<file path="src/hdl/ihf_pkg.sv">
package ihf_pkg;

	localparam int unsigned QUEUE_DEPTH = 2;
	localparam int unsigned QUEUE_PTR_W = $clog2(QUEUE_DEPTH);

	localparam logic [6:0] COUNT_MAX  = 7'd127;
	localparam logic [6:0] ETYPE_POS  = 7'd12;
	localparam logic [6:0] IP_BASE    = 7'd14;
	localparam logic [6:0] PROTO_POS  = 7'd23;
	localparam logic [6:0] SRC_IP_POS = 7'd26;
	localparam logic [6:0] DST_IP_POS = 7'd30;
	localparam logic [7:0] MIN_LEN    = 8'd34;
	localparam logic [7:0] PORT_END   = 8'd18;
	localparam logic [3:0] MIN_IHL    = 4'd5;
	localparam logic [7:0] PROTO_TCP  = 8'd6;
	localparam logic [7:0] PROTO_UDP  = 8'd17;

	localparam logic [2:0] REG_ETHERTYPE = 3'd0;
	localparam logic [2:0] REG_SRC_IP    = 3'd1;
	localparam logic [2:0] REG_DST_IP    = 3'd2;
	localparam logic [2:0] REG_SRC_PORT  = 3'd3;
	localparam logic [2:0] REG_DST_PORT  = 3'd4;
	localparam logic [2:0] REG_ENABLES   = 3'd5;

	typedef enum logic [3:0] {
		VERDICT_OK        = 4'd0,
		VERDICT_NOT_L4    = 4'd1,
		VERDICT_ETHERTYPE = 4'd2,
		VERDICT_SRC_IP    = 4'd3,
		VERDICT_DST_IP    = 4'd4,
		VERDICT_SRC_PORT  = 4'd5,
		VERDICT_DST_PORT  = 4'd6,
		VERDICT_TRUNCATED = 4'd7,
		VERDICT_BAD_IHL   = 4'd8
	} verdict_t;

	typedef struct packed {
		logic [15:0] ethertype;
		logic [3:0]  ihl;
		logic [7:0]  protocol;
		logic [31:0] src_ip;
		logic [31:0] dst_ip;
		logic [15:0] src_port;
		logic [15:0] dst_port;
		logic [7:0]  len;
	} hdr_rec_t;

	typedef struct packed {
		logic [15:0] ethertype;
		logic [31:0] src_ip;
		logic [31:0] dst_ip;
		logic [15:0] src_port;
		logic [15:0] dst_port;
		logic [3:0]  enables;
	} cfg_t;

endpackage

</file>
<file path="src/hdl/ihf_in_if.sv">
interface ihf_in_if;
	logic       valid;
	logic       ready;
	logic [7:0] frame_byte;
	logic       frame_last;

	modport source (output valid, output frame_byte, output frame_last, input ready);
	modport sink (input valid, input frame_byte, input frame_last, output ready);
endinterface

</file>
<file path="src/hdl/ihf_out_if.sv">
interface ihf_out_if;
	logic       valid;
	logic       ready;
	logic       accept;
	logic [3:0] verdict_code;

	modport source (output valid, output accept, output verdict_code, input ready);
	modport sink (input valid, input accept, input verdict_code, output ready);
endinterface

</file>
<file path="src/hdl/ihf_front.sv">
module ihf_front (
	input  logic              clk,
	input  logic              arst_n,
	ihf_in_if.sink            in_ch,
	output logic              push,
	output ihf_pkg::hdr_rec_t rec,
	input  logic              full
);
	import ihf_pkg::*;

	logic [6:0]  count_q;
	logic [15:0] ethertype_q;
	logic [3:0]  ihl_q;
	logic [7:0]  proto_q;
	logic [31:0] src_ip_q;
	logic [31:0] dst_ip_q;
	logic [15:0] src_port_q;
	logic [15:0] dst_port_q;

	logic        take;
	logic [6:0]  pos;
	logic [6:0]  pbase;
	logic [7:0]  b;
	hdr_rec_t    nxt;

	assign in_ch.ready = !full;
	assign take        = in_ch.valid && !full;
	assign push        = take && in_ch.frame_last;
	assign rec         = nxt;
	assign pos         = count_q;
	assign b           = in_ch.frame_byte;
	assign pbase       = IP_BASE + {1'b0, ihl_q, 2'b00};

	always_comb begin
		nxt.ethertype = ethertype_q;
		nxt.ihl       = ihl_q;
		nxt.protocol  = proto_q;
		nxt.src_ip    = src_ip_q;
		nxt.dst_ip    = dst_ip_q;
		nxt.src_port  = src_port_q;
		nxt.dst_port  = dst_port_q;
		nxt.len       = {1'b0, count_q} + 8'd1;
		if (pos != COUNT_MAX) begin
			if (pos == ETYPE_POS || pos == ETYPE_POS + 7'd1)
				nxt.ethertype = {ethertype_q[7:0], b};
			if (pos == IP_BASE)
				nxt.ihl = b[3:0];
			if (pos == PROTO_POS)
				nxt.protocol = b;
			if (pos >= SRC_IP_POS && pos < SRC_IP_POS + 7'd4)
				nxt.src_ip = {src_ip_q[23:0], b};
			if (pos >= DST_IP_POS && pos < DST_IP_POS + 7'd4)
				nxt.dst_ip = {dst_ip_q[23:0], b};
			if (pos == pbase || pos == pbase + 7'd1)
				nxt.src_port = {src_port_q[7:0], b};
			if (pos == pbase + 7'd2 || pos == pbase + 7'd3)
				nxt.dst_port = {dst_port_q[7:0], b};
		end
	end

	always_ff @(posedge clk or negedge arst_n) begin
		if (!arst_n) begin
			count_q     <= '0;
			ethertype_q <= '0;
			ihl_q       <= '0;
			proto_q     <= '0;
			src_ip_q    <= '0;
			dst_ip_q    <= '0;
			src_port_q  <= '0;
			dst_port_q  <= '0;
		end else if (take) begin
			if (in_ch.frame_last) begin
				count_q     <= '0;
				ethertype_q <= '0;
				ihl_q       <= '0;
				proto_q     <= '0;
				src_ip_q    <= '0;
				dst_ip_q    <= '0;
				src_port_q  <= '0;
				dst_port_q  <= '0;
			end else begin
				if (count_q != COUNT_MAX)
					count_q <= count_q + 7'd1;
				ethertype_q <= nxt.ethertype;
				ihl_q       <= nxt.ihl;
				proto_q     <= nxt.protocol;
				src_ip_q    <= nxt.src_ip;
				dst_ip_q    <= nxt.dst_ip;
				src_port_q  <= nxt.src_port;
				dst_port_q  <= nxt.dst_port;
			end
		end
	end

endmodule

</file>
<file path="src/hdl/ihf_fifo.sv">
module ihf_fifo (
	input  logic              clk,
	input  logic              arst_n,
	input  logic              push,
	input  ihf_pkg::hdr_rec_t push_data,
	output logic              full,
	input  logic              pop,
	output ihf_pkg::hdr_rec_t head,
	output logic              empty
);
	import ihf_pkg::*;

	hdr_rec_t               mem_q [QUEUE_DEPTH];
	logic [QUEUE_PTR_W-1:0] wr_ptr_q;
	logic [QUEUE_PTR_W-1:0] rd_ptr_q;
	logic [QUEUE_PTR_W:0]   count_q;

	assign full  = count_q == (QUEUE_PTR_W + 1)'(QUEUE_DEPTH);
	assign empty = count_q == '0;
	assign head  = mem_q[rd_ptr_q];

	always_ff @(posedge clk) begin
		if (push)
			mem_q[wr_ptr_q] <= push_data;
	end

	always_ff @(posedge clk or negedge arst_n) begin
		if (!arst_n) begin
			wr_ptr_q <= '0;
			rd_ptr_q <= '0;
			count_q  <= '0;
		end else begin
			if (push)
				wr_ptr_q <= wr_ptr_q + QUEUE_PTR_W'(1);
			if (pop)
				rd_ptr_q <= rd_ptr_q + QUEUE_PTR_W'(1);
			if (push && !pop)
				count_q <= count_q + (QUEUE_PTR_W + 1)'(1);
			else if (pop && !push)
				count_q <= count_q - (QUEUE_PTR_W + 1)'(1);
		end
	end

endmodule

</file>
<file path="src/hdl/ihf_back.sv">
module ihf_back (
	input  logic              clk,
	input  logic              arst_n,
	input  ihf_pkg::cfg_t     cfg,
	input  ihf_pkg::hdr_rec_t head,
	input  logic              empty,
	output logic              pop,
	ihf_out_if.source         out_ch
);
	import ihf_pkg::*;

	logic     valid_q;
	logic     accept_q;
	verdict_t code_q;
	verdict_t code;
	logic [7:0] port_end;

	assign port_end = PORT_END + {2'b00, head.ihl, 2'b00};
	assign pop      = !empty && (!valid_q || out_ch.ready);

	always_comb begin
		priority if (head.len < MIN_LEN)
			code = VERDICT_TRUNCATED;
		else if (head.ihl < MIN_IHL)
			code = VERDICT_BAD_IHL;
		else if (head.len < port_end)
			code = VERDICT_TRUNCATED;
		else if (head.protocol != PROTO_TCP && head.protocol != PROTO_UDP)
			code = VERDICT_NOT_L4;
		else if (head.ethertype != cfg.ethertype)
			code = VERDICT_ETHERTYPE;
		else if (cfg.enables[0] && head.src_ip != cfg.src_ip)
			code = VERDICT_SRC_IP;
		else if (cfg.enables[1] && head.dst_ip != cfg.dst_ip)
			code = VERDICT_DST_IP;
		else if (cfg.enables[2] && head.src_port != cfg.src_port)
			code = VERDICT_SRC_PORT;
		else if (cfg.enables[3] && head.dst_port != cfg.dst_port)
			code = VERDICT_DST_PORT;
		else
			code = VERDICT_OK;
	end

	always_ff @(posedge clk or negedge arst_n) begin
		if (!arst_n)
			valid_q <= 1'b0;
		else if (pop)
			valid_q <= 1'b1;
		else if (out_ch.ready)
			valid_q <= 1'b0;
	end

	always_ff @(posedge clk) begin
		if (pop) begin
			accept_q <= code == VERDICT_OK;
			code_q   <= code;
		end
	end

	assign out_ch.valid        = valid_q;
	assign out_ch.accept       = accept_q;
	assign out_ch.verdict_code = code_q;

endmodule

</file>
<file path="src/hdl/ipv4_tcp_udp_header_filter.sv">
// IPv4 TCP/UDP header filter.
// in_ch carries an Ethernet frame one byte per transaction, frame_last set on
// the final byte. out_ch carries one verdict per frame: accept, and
// verdict_code naming the first failing check (0 when accepted).
// Throughput: one byte per cycle while in_ch.ready is high, with no gap needed between frames.
// The edge that takes the frame's last byte writes the header queue; the verdict
// register loads from the queue head once out_ch holds no verdict or is taking
// the held one, and presents the verdict on out_ch.
// A two-entry header queue sits between the byte parser and the verdict stage,
// so the parser keeps taking bytes while a verdict waits on a stalled out_ch;
// in_ch.ready drops only once both queue entries are held.
// Match registers sit on the APB port at byte addresses 0x00 to 0x14; writes
// land on the access phase, pready is tied high. Write them only when idle.
// Reset (arst_n low) clears the parser state and the queue, empties the
// output and restores the match registers to EtherType 0x0800, all address
// and port checks off.
module ipv4_tcp_udp_header_filter (
	input  logic        clk,
	input  logic        arst_n,
	ihf_in_if.sink      in_ch,
	ihf_out_if.source   out_ch,
	input  logic        psel,
	input  logic        penable,
	input  logic        pwrite,
	input  logic [4:0]  paddr,
	input  logic [31:0] pwdata,
	output logic [31:0] prdata,
	output logic        pready
);
	import ihf_pkg::*;

	cfg_t       cfg_q;
	logic [2:0] reg_idx;
	logic       push;
	logic       full;
	logic       pop;
	logic       empty;
	hdr_rec_t   rec;
	hdr_rec_t   head;

	assign pready  = 1'b1;
	assign reg_idx = paddr[4:2];

	always_ff @(posedge clk or negedge arst_n) begin
		if (!arst_n) begin
			cfg_q.ethertype <= 16'h0800;
			cfg_q.src_ip    <= '0;
			cfg_q.dst_ip    <= '0;
			cfg_q.src_port  <= '0;
			cfg_q.dst_port  <= '0;
			cfg_q.enables   <= '0;
		end else if (psel && penable && pwrite) begin
			unique case (reg_idx)
				REG_ETHERTYPE: cfg_q.ethertype <= pwdata[15:0];
				REG_SRC_IP:    cfg_q.src_ip    <= pwdata;
				REG_DST_IP:    cfg_q.dst_ip    <= pwdata;
				REG_SRC_PORT:  cfg_q.src_port  <= pwdata[15:0];
				REG_DST_PORT:  cfg_q.dst_port  <= pwdata[15:0];
				REG_ENABLES:   cfg_q.enables   <= pwdata[3:0];
				default: ;
			endcase
		end
	end

	always_comb begin
		unique case (reg_idx)
			REG_ETHERTYPE: prdata = {16'h0, cfg_q.ethertype};
			REG_SRC_IP:    prdata = cfg_q.src_ip;
			REG_DST_IP:    prdata = cfg_q.dst_ip;
			REG_SRC_PORT:  prdata = {16'h0, cfg_q.src_port};
			REG_DST_PORT:  prdata = {16'h0, cfg_q.dst_port};
			REG_ENABLES:   prdata = {28'h0, cfg_q.enables};
			default:       prdata = '0;
		endcase
	end

	ihf_front u_front (
		.clk    (clk),
		.arst_n (arst_n),
		.in_ch  (in_ch),
		.push   (push),
		.rec    (rec),
		.full   (full)
	);

	ihf_fifo u_fifo (
		.clk       (clk),
		.arst_n    (arst_n),
		.push      (push),
		.push_data (rec),
		.full      (full),
		.pop       (pop),
		.head      (head),
		.empty     (empty)
	);

	ihf_back u_back (
		.clk    (clk),
		.arst_n (arst_n),
		.cfg    (cfg_q),
		.head   (head),
		.empty  (empty),
		.pop    (pop),
		.out_ch (out_ch)
	);

endmodule

</file>
<file path="src/flat_wrapper.sv">
// flat-port wrapper written by rule: the top's interface ports become plain ports
module ipv4_tcp_udp_header_filter_flat import ihf_pkg::*;
  (clk, arst_n, psel, penable, pwrite, paddr, pwdata, prdata, pready, in_ch_valid, in_ch_frame_byte, in_ch_frame_last, in_ch_ready, out_ch_valid, out_ch_accept, out_ch_verdict_code, out_ch_ready);
  ihf_in_if in_ch_i ();
  ihf_out_if out_ch_i ();
  input  logic clk;
  input  logic arst_n;
  input  logic psel;
  input  logic penable;
  input  logic pwrite;
  input  logic [4:0] paddr;
  input  logic [31:0] pwdata;
  output logic [31:0] prdata;
  output logic pready;
  input wire logic [$bits(in_ch_i.valid)-1:0] in_ch_valid;
  input wire logic [$bits(in_ch_i.frame_byte)-1:0] in_ch_frame_byte;
  input wire logic [$bits(in_ch_i.frame_last)-1:0] in_ch_frame_last;
  output wire logic [$bits(in_ch_i.ready)-1:0] in_ch_ready;
  output wire logic [$bits(out_ch_i.valid)-1:0] out_ch_valid;
  output wire logic [$bits(out_ch_i.accept)-1:0] out_ch_accept;
  output wire logic [$bits(out_ch_i.verdict_code)-1:0] out_ch_verdict_code;
  input wire logic [$bits(out_ch_i.ready)-1:0] out_ch_ready;
  assign in_ch_i.valid = in_ch_valid;
  assign in_ch_i.frame_byte = in_ch_frame_byte;
  assign in_ch_i.frame_last = in_ch_frame_last;
  assign in_ch_ready = in_ch_i.ready;
  assign out_ch_valid = out_ch_i.valid;
  assign out_ch_accept = out_ch_i.accept;
  assign out_ch_verdict_code = out_ch_i.verdict_code;
  assign out_ch_i.ready = out_ch_ready;
  ipv4_tcp_udp_header_filter u_core (.clk(clk), .arst_n(arst_n), .in_ch(in_ch_i), .out_ch(out_ch_i), .psel(psel), .penable(penable), .pwrite(pwrite), .paddr(paddr), .pwdata(pwdata), .prdata(prdata), .pready(pready));
endmodule
</file>
<file path="config.mk">
export PLATFORM = sky130hd
export DESIGN_NAME = ipv4_tcp_udp_header_filter_flat
export DESIGN_NICKNAME = d
export VERILOG_FILES = /design/src/hdl/ihf_pkg.sv /design/src/hdl/ihf_in_if.sv /design/src/hdl/ihf_out_if.sv /design/src/hdl/ihf_front.sv /design/src/hdl/ihf_fifo.sv /design/src/hdl/ihf_back.sv /design/src/hdl/ipv4_tcp_udp_header_filter.sv /design/src/flat_wrapper.sv
export SDC_FILE = /design/constraint.sdc
export NUM_CORES = 1
export LEC_CHECK = 0
export ABC_AREA = 1
export BUFFER_PORTS_ARGS = -buffer_cell sky130_fd_sc_hd__buf_2
export CAP_MARGIN = 20
export CORE_MARGIN = 4
export CORE_UTILIZATION = 62
export CTS_BUF_LIST = sky130_fd_sc_hd__clkbuf_8 sky130_fd_sc_hd__clkbuf_16
export DETAILED_ROUTE_END_ITERATION = 10
export GPL_TIMING_DRIVEN = 0
export PLACE_DENSITY_LB_ADDON = 0.12
export SYNTH_ARGS = -nofsm -noshare
export SYNTH_HDL_FRONTEND = slang
export SYNTH_SLANG_ARGS = --single-unit
export TNS_END_PERCENT = 50
</file>
<file path="constraint.sdc">
create_clock -name clk -period 9.5 [get_ports clk]
set_input_delay 1.9 -clock clk [delete_from_list [all_inputs] [get_ports clk]]
set_output_delay 1.9 -clock clk [all_outputs]
set_load 0.01 [all_outputs]
</file>
==> impl_metrics.py, run 1 <==
metrics = {
    "sta": {
        "finalCriticalPeriod_ps": 6070,
        "rsz0062_at_grt": "no",
        "worstMarginPinSlew_ps": 1020,
        "hold_violations": 0,
        "timing.slew.headroom": 0.322,
        "fmax_mhz": 165,
        "period_share": 0.639,
        "skew_ps": 21.9,
        "setup_violations": 0,
        "drv_slew": 0,
    },
    "yosys": {
        "yosysMostFrequentCell": "nand2_1",
        "ys_seq_elements": 519,
        "synth_commonest_cells": "nand2_1 (888), inv_1 (485), edfxtp_1 (267)",
        "syn_area_per_cell_um2": 8.83,
        "synth.largest_area_cell": "edfxtp_1",
        "synth_warnings": 0,
        "synth_seq_area_share": 0.591,
        "yosys.cell_types.count": 43,
        "synthTopCellsByArea": "edfxtp_1 (33%), dfrtp_1 (26%), nand2_1 (14%)",
        "syn-instance-count": 2743,
        "synth_nets": 2809,
        "synthFlopType": "edfxtp_1",
        "synth-edff-count": 267,
        "yosysTopAreaCellShare": 0.331,
        "synth_area_mm2": 0.0242,
        "ys_async_sr_fraction": 0.486,
    },
    "critical_path": {
        "start_kind": "input port",
        "cp.arrival_ps": 4170,
        "reg2reg_depth": 16,
        "r2r_slack_ps": 6440,
        "crit_path_end_kind": "primary output",
        "path_delay_family": "buffers and inverters",
        "crit_type": "in2out",
        "cp.required_ps": 7600,
        "r2r-start": "u_core.u_fifo.rd_ptr_q$_DFFE_PN0P_",
        "crit_chain": "buf_2, inv_1, nor3_1, inv_1, clkbuf_1, buf_1, o221ai_1, buf_2",
        "max_stage_delay_ps": 430,
        "cp_max_fo": 10,
        "path_buf_inv": 6,
        "critPathSlowestCell": "nor3_1",
        "r2r-end": "u_core.u_back.out_ch.accept$_DFFE_PP_",
    },
    "place": {
        "dp.cells": 3363,
        "place_area_mm2": 0.0257,
        "hpwl_um": 53500,
        "io_buffer_count": 89,
        "place.gp.congestion": 0.982,
    },
    "power": {
        "vdd_ir_drop_max_mv": 0.149,
        "p_int_mw": 4.51,
        "p_per_area_mw_per_mm2": 251,
        "seq_power_share": 0.405,
        "clockPowerShare": 0.314,
        "netSwitchingFraction": 0.347,
        "combPwrFrac": 0.281,
        "cellLeakagePower_nw": 14.0,
        "p_sw_mw": 2.40,
    },
    "clock_tree": {
        "post-cts-setup-buffers": 0,
        "h-tree-depth": 2,
        "clk_pin_slew_ps": 60,
        "cts_buffer_depth": 3,
        "cts_tree": "yes",
        "cts_resized": 0,
        "hold_buffers": 0,
        "clk_latency_ps": 610,
        "cts_root_buf": "clkbuf_16",
        "cts_sinks": 519,
        "cts_buffers": 53,
    },
    "drt": {
        "drt-wirelength-per-cell_um": 21.5,
        "dr.pass1.iters": 8,
        "vias_per_cell": 5.75,
        "remaining_drc_errors": 0,
        "wl_um": 74600,
        "vias": 19900,
        "drt-initial-drc-count": 2243,
        "ant_nets": 0,
    },
    "final_layout": {
        "final_nets": 2966,
        "fin_area_mm2": 0.0275,
        "multiInputGateArea_mm2": 0.00751,
        "seq_area_mm2": 0.0143,
        "fillerInstances": 2972,
        "instances_no_fill": 3464,
        "layout-drive-gt1-share": 0.0856,
        "syn2layout_area_growth_pct": 13.5,
    },
    "floorplan": {
        "die_w_um": 206,
        "io_pins": 93,
        "rows": 72,
        "start_util": 0.627,
        "fp.dieArea_mm2": 0.0423,
        "die_h_um": 206,
        "core_mm2": 0.0386,
    },
    "global_routing": {
        "grt_overflow_total": 0,
        "grt_max_degree": 107,
        "grt_use_total": 0.355,
        "grt_pass1_vias": 19300,
        "grt_pass1_wl_um": 112000,
        "antenna_found_initial": 3,
    },
    "hold_path": {
        "hold_depth": 2,
        "hp-class": "reg2reg",
        "min_to": "u_core.u_front.dst_port_q[8]$_DFFE_PN0P_",
        "hp-start": "u_core.u_front.dst_port_q[8]$_DFFE_PN0P_",
    },
    "run": {
        "max_cap_viol_count": 0,
    },
    "status": {
        "status": "finished clean",
    },
}
tightest hold or removal path, delay by kind of cell, from the launching register on:
family | cells | cell delay, ps
AOI/OAI and AO/OA | 1 | 60
DFF | 1 | 340
and+or+nand+nor | 1 | 50
logic make-up after synthesis:
logic type | synth area share
and+or+nand+nor | 0.180
buffers and inverters | 0.0996
DFF | 0.591
AOI/OAI and AO/OA | 0.114
xor gates and xnor gates | 0.00795
adders and majority gates | 0.00671
muxes | 0.000826
other | 0.000155
cell type report:
| cell class | count | area share |
|---|---|---|
| Tap cell | 518 | 0.0236 |
| Multi-Input combinational cell | 1622 | 0.273 |
| Inverter | 492 | 0.0672 |
| Clock inverter | 34 | 0.0104 |
| Buffer | 110 | 0.0206 |
| Antenna cell | 1 | 0.0000910 |
| Timing Repair Buffer | 102 | 0.0277 |
| Clock buffer | 66 | 0.0564 |
| Sequential cell | 519 | 0.521 |
power groups by stage:
| stage | registers (mW) | logic, mW | clock network, mW |
|---|---|---|---|
| floorplan | 2.82 | 1.21 | 0 |
| global placement | 2.88 | 1.80 | 0 |
| detailed placement | 2.83 | 1.90 | 0 |
| CTS | 2.79 | 1.92 | 2.18 |
| global route | 2.81 | 2.13 | 2.28 |
| finish | 2.80 | 1.94 | 2.17 |
worst max-delay path by stage:
| stage | start | end | slack (ps) | cells past startpoint |
|---|---|---|---|---|
| floorplan | in_ch_valid | u_core.u_fifo.mem_q[0][100]$_DFFE_PP_ | 1130 | 4 |
| global placement | in_ch_valid | u_core.u_fifo.mem_q[1][65]$_DFFE_PP_ | -2950 | 5 |
| detailed placement | paddr[3] | prdata[15] | 3530 | 8 |
| CTS | paddr[3] | prdata[15] | 3520 | 8 |
| global route | paddr[3] | prdata[15] | 3410 | 8 |
| finish | paddr[3] | prdata[15] | 3430 | 8 |
sequential cells by signal (all words and copies together), names as in the netlist:
name                               count
u_core.u_back.out_ch.verdict_code      4
u_core.u_front.count_q                 7
u_core.u_back.out_ch.accept            1
u_core.u_fifo.count_q                  2
u_core.u_front.src_port_q             16
u_core.u_front.ethertype_q            16
u_core.u_fifo.rd_ptr_q                 1
u_core.u_front.dst_port_q             16
u_core.u_front.ihl_q                   4
u_core.u_front.src_ip_q               32
u_core.u_front.dst_ip_q               32
u_core.u_fifo.wr_ptr_q                 1
u_core.u_front.proto_q                 8
u_core.u_fifo.mem_q                  262
u_core.cfg_q                         116
u_core.u_back.out_ch.valid             1
layer usage:
metal | routed length, um | global-route usage | vias to the layer above
met3 | 8330 | 0.0879 | 199
li1 | - | - | 9201
met2 | 33800 | 0.552 | 1042
met5 | 0 | 0 | -
met1 | 28500 | 0.478 | 9492
met4 | 3930 | 0.159 | 0
cells in the final DEF, fill, tap and decap left out, types with 14 or more instances in the layout:
master and n:
o221ai_1 14, nor2_1 75, nand3_1 107, nand2_1 888
edfxtp_1 267, xor2_1 20, o21ai_0 229, a21oi_1 20
buf_2 109, o21ai_1 44, o22ai_1 147, inv_1 498
clkbuf_1 64, clkbuf_16 57, dfrtp_1 251
metrics by stage:
stage                     setup WS [ps]  power (mW)  hold slack (ps)  utilization  setup TNS (ps)
after floorplan                    1130        4.03              446            -               0
after global placement            -2950        4.68              463        0.655         -767200
after detailed placement           3530        4.73              475        0.664               0
after CTS                          3520        6.89              489        0.711               0
after global routing               3410        7.22              515        0.711               0
final                              3430        6.91              493        0.711               0
No activity file was read; power rests on OpenSTA's default activity.
==> inputs of run 2 (changes only) <==
ABC_AREA = 0   (was 1)
clock period = 5.69 ns   (was 9.5 ns; I/O delays follow)
==> run 2 against run 1 <==
First-iteration DRC count is 47% lower. Synthesized area shrank 5.7%. Clock power up 57%. Combinational power increased by 27%. Register-to-register slack got worse by 4700 ps. Critical path type unchanged.
==> impl_metrics.py, run 2 <==
metrics = {
    "clock_tree": {
        "hold_buffers": 0,
        "post-cts-setup-buffers": 0,
        "cts_tree": "yes",
        "clk_latency_ps": 600,
        "h-tree-depth": 2,
        "cts_resized": 0,
        "cts_buffers": 53,
        "cts_buffer_depth": 3,
        "cts_root_buf": "clkbuf_16",
        "clk_pin_slew_ps": 60,
        "cts_sinks": 519,
    },
    "critical_path": {
        "path_common_cell": "clkbuf_1",
        "r2r_slack_ps": 1750,
        "cp.arrival_ps": 3250,
        "r2r-end": "u_core.u_back.out_ch.accept$_DFFE_PP_",
        "max_stage_delay_ps": 500,
        "start_kind": "input port",
        "cp_max_fo": 10,
        "crit_chain": "clkbuf_1, nor2b_1, nor2b_1, clkbuf_1, clkbuf_1, a22o_1, buf_2",
        "critPathSlowestCell": "clkbuf_1",
        "crit_path_end_kind": "primary output",
        "path_delay_family": "buffers and inverters",
        "r2r-start": "u_core.u_fifo.rd_ptr_q$_DFFE_PN0P_",
        "crit_start": "paddr[4]",
        "path_buf_inv": 4,
        "reg2reg_depth": 13,
        "cp.required_ps": 4550,
        "worst-path-stages": 7,
        "crit_type": "in2out",
    },
    "floorplan": {
        "die_w_um": 200,
        "die_h_um": 200,
        "rows": 70,
        "io_pins": 93,
        "core_mm2": 0.0365,
        "fp.dieArea_mm2": 0.0400,
        "start_util": 0.626,
    },
    "drt": {
        "dr.pass1.iters": 5,
        "vias": 14100,
        "ant_nets": 0,
        "wl_um": 60700,
        "remaining_drc_errors": 0,
        "vias_per_cell": 6.43,
        "drt-wirelength-per-cell_um": 27.8,
        "drt-initial-drc-count": 1194,
    },
    "sta": {
        "period_share": 0.772,
        "timing.slew.headroom": 0.355,
        "setup_violations": 0,
        "drv_slew": 0,
        "setup_slack_ps": 1300,
        "worstMarginPinSlew_ps": 956,
        "skew_ps": 17.3,
        "rsz0062_at_grt": "no",
        "fmax_mhz": 228,
        "hold_violations": 0,
        "finalCriticalPeriod_ps": 4390,
    },
    "hold_path": {
        "hp-class": "reg2reg",
        "min_to": "u_core.u_front.proto_q[6]$_DFFE_PN0P_",
        "hold_depth": 1,
        "hp-start": "u_core.u_front.proto_q[6]$_DFFE_PN0P_",
    },
    "yosys": {
        "synth_top_family_by_area": "multiplexers",
        "synth_compound_area_frac": 0.0778,
        "syn-instance-count": 1520,
        "yosysMostFrequentCell": "edfxtp_1",
        "ys_seq_elements": 519,
        "synth_nets": 1586,
        "syn_area_per_cell_um2": 15.0,
        "synthFlopType": "edfxtp_1",
        "synth-edff-count": 267,
        "synth_xor_area_frac": 0.0494,
        "synth_commonest_cells": "edfxtp_1 (267), dfrtp_1 (251), mux2_2 (244)",
        "muxShareOfSynthArea": 0.185,
        "yosys.cell_types.count": 64,
        "synthTopCellsByArea": "edfxtp_1 (35%), dfrtp_1 (27%), mux2_2 (12%)",
        "synthSimpleGateAreaFrac": 0.0347,
        "synth.largest_area_cell": "edfxtp_1",
        "synthAdderAreaFrac": 0.00712,
        "yosysTopAreaCellShare": 0.351,
        "synth_warnings": 0,
        "synth_area_mm2": 0.0229,
        "synth_seq_area_share": 0.627,
        "ys_async_sr_fraction": 0.486,
    },
    "power": {
        "p_int_mw": 7.38,
        "clockPowerShare": 0.319,
        "seq_power_share": 0.449,
        "vdd_ir_drop_max_mv": 0.266,
        "combPwrFrac": 0.231,
        "p_sw_mw": 3.27,
        "p_total_mw": 10.6,
        "cellLeakagePower_nw": 10.7,
        "netSwitchingFraction": 0.307,
        "p_per_area_mw_per_mm2": 412,
    },
    "final_layout": {
        "antenna_cells": 0,
        "final_nets": 1741,
        "layout-drive-gt1-share": 0.266,
        "syn2layout_area_growth_pct": 13.1,
        "top_register": "u_core.u_fifo.mem_q",
        "final_cell_mix": "edfxtp_1 (267), dfrtp_1 (251), mux2_2 (244)",
        "largest_reg_flops": 262,
        "top_regs": "u_core.u_fifo.mem_q x262, u_core.cfg_q x116",
        "fin_area_mm2": 0.0258,
        "final_common_cell": "edfxtp_1",
        "finish.utilization": 0.708,
        "fillerInstances": 2507,
    },
    "global_routing": {
        "grt_pass1_vias": 14100,
        "grt_pass1_wl_um": 88900,
        "grt_max_degree": 118,
        "grt_use_total": 0.304,
        "antenna_found_initial": 6,
        "grt_overflow_total": 0,
    },
    "place": {
        "place_area_mm2": 0.0241,
        "place.gp.congestion": 0.969,
        "hpwl_um": 42000,
        "dp_slack_ps": 1370,
        "io_buffer_count": 88,
    },
    "run": {
        "max_cap_viol_count": 0,
    },
    "status": {
        "status": "finished clean",
    },
}
run 2: cell count changes after synthesis, sizes merged, moves of 43 or more:
cell,before,now
nand3,107,7
mux2i,2,144
inv,490,15
nor2,79,36
mux2,0,246
xnor2,2,97
a22o,0,139
nand2,888,26
o22ai,147,13
o21ai,274,14
run 2: how the worst max path moves through the flow:
stage	to
floorplan	u_core.u_fifo.mem_q[0][100]$_DFFE_PP_
global placement	u_core.u_fifo.mem_q[0][52]$_DFFE_PP_
detailed placement	prdata[29]
CTS	prdata[29]
global route	prdata[21]
finish	prdata[29]
run 2: layout make-up:
type | instances | area (um2) | area share
Inverter | 15 | 56.3 | 0.00218
Sequential cell | 519 | 14300 | 0.554
Clock inverter | 43 | 334 | 0.0129
Tap cell | 468 | 586 | 0.0227
Clock buffer | 56 | 1370 | 0.0529
Multi-Input combinational cell | 902 | 8100 | 0.313
Timing Repair Buffer | 100 | 691 | 0.0267
Buffer | 84 | 389 | 0.0151
run 2: per-layer routing:
layer | track usage | up-vias | routed length, um
met3 | 0.0713 | 118 | 5050
met2 | 0.463 | 538 | 27500
met4 | 0.0875 | 2 | 1880
met1 | 0.444 | 7301 | 26300
met5 | 0 | - | 10
li1 | - | 6106 | -
run 2: metrics by stage:
stage / cells / setup TNS [ps] / hold WS (ps)
3_5_place_dp: 2088 / 0 / 484
2_1_floorplan: 1520 / 0 / 467
5_1_grt: 2187 / 0 / 522
6_report: 2187 / 0 / 497
3_3_place_gp: 2076 / -832030 / 482
4_1_cts: 2187 / 0 / 504
run 2: kinds of logic after synthesis:
| kind of cell | count (synthesis) |
|---|---|
| AOI/OAI and AO/OA | 221 |
| adders and majority gates | 13 |
| DFF | 519 |
| buffers and inverters | 99 |
| muxes | 390 |
| and+or+nand+nor | 148 |
| xor gates and xnor gates | 129 |
| other | 1 |
run 2: power by group through the flow:
stage	Combinational (mW)	Clock (mW)	Sequential [mW]
after global placement	2.36	0	4.89
after detailed placement	2.46	0	4.85
after global routing	2.62	3.59	4.82
after CTS	2.47	3.44	4.78
final	2.46	3.40	4.79
after floorplan	1.61	0	4.74
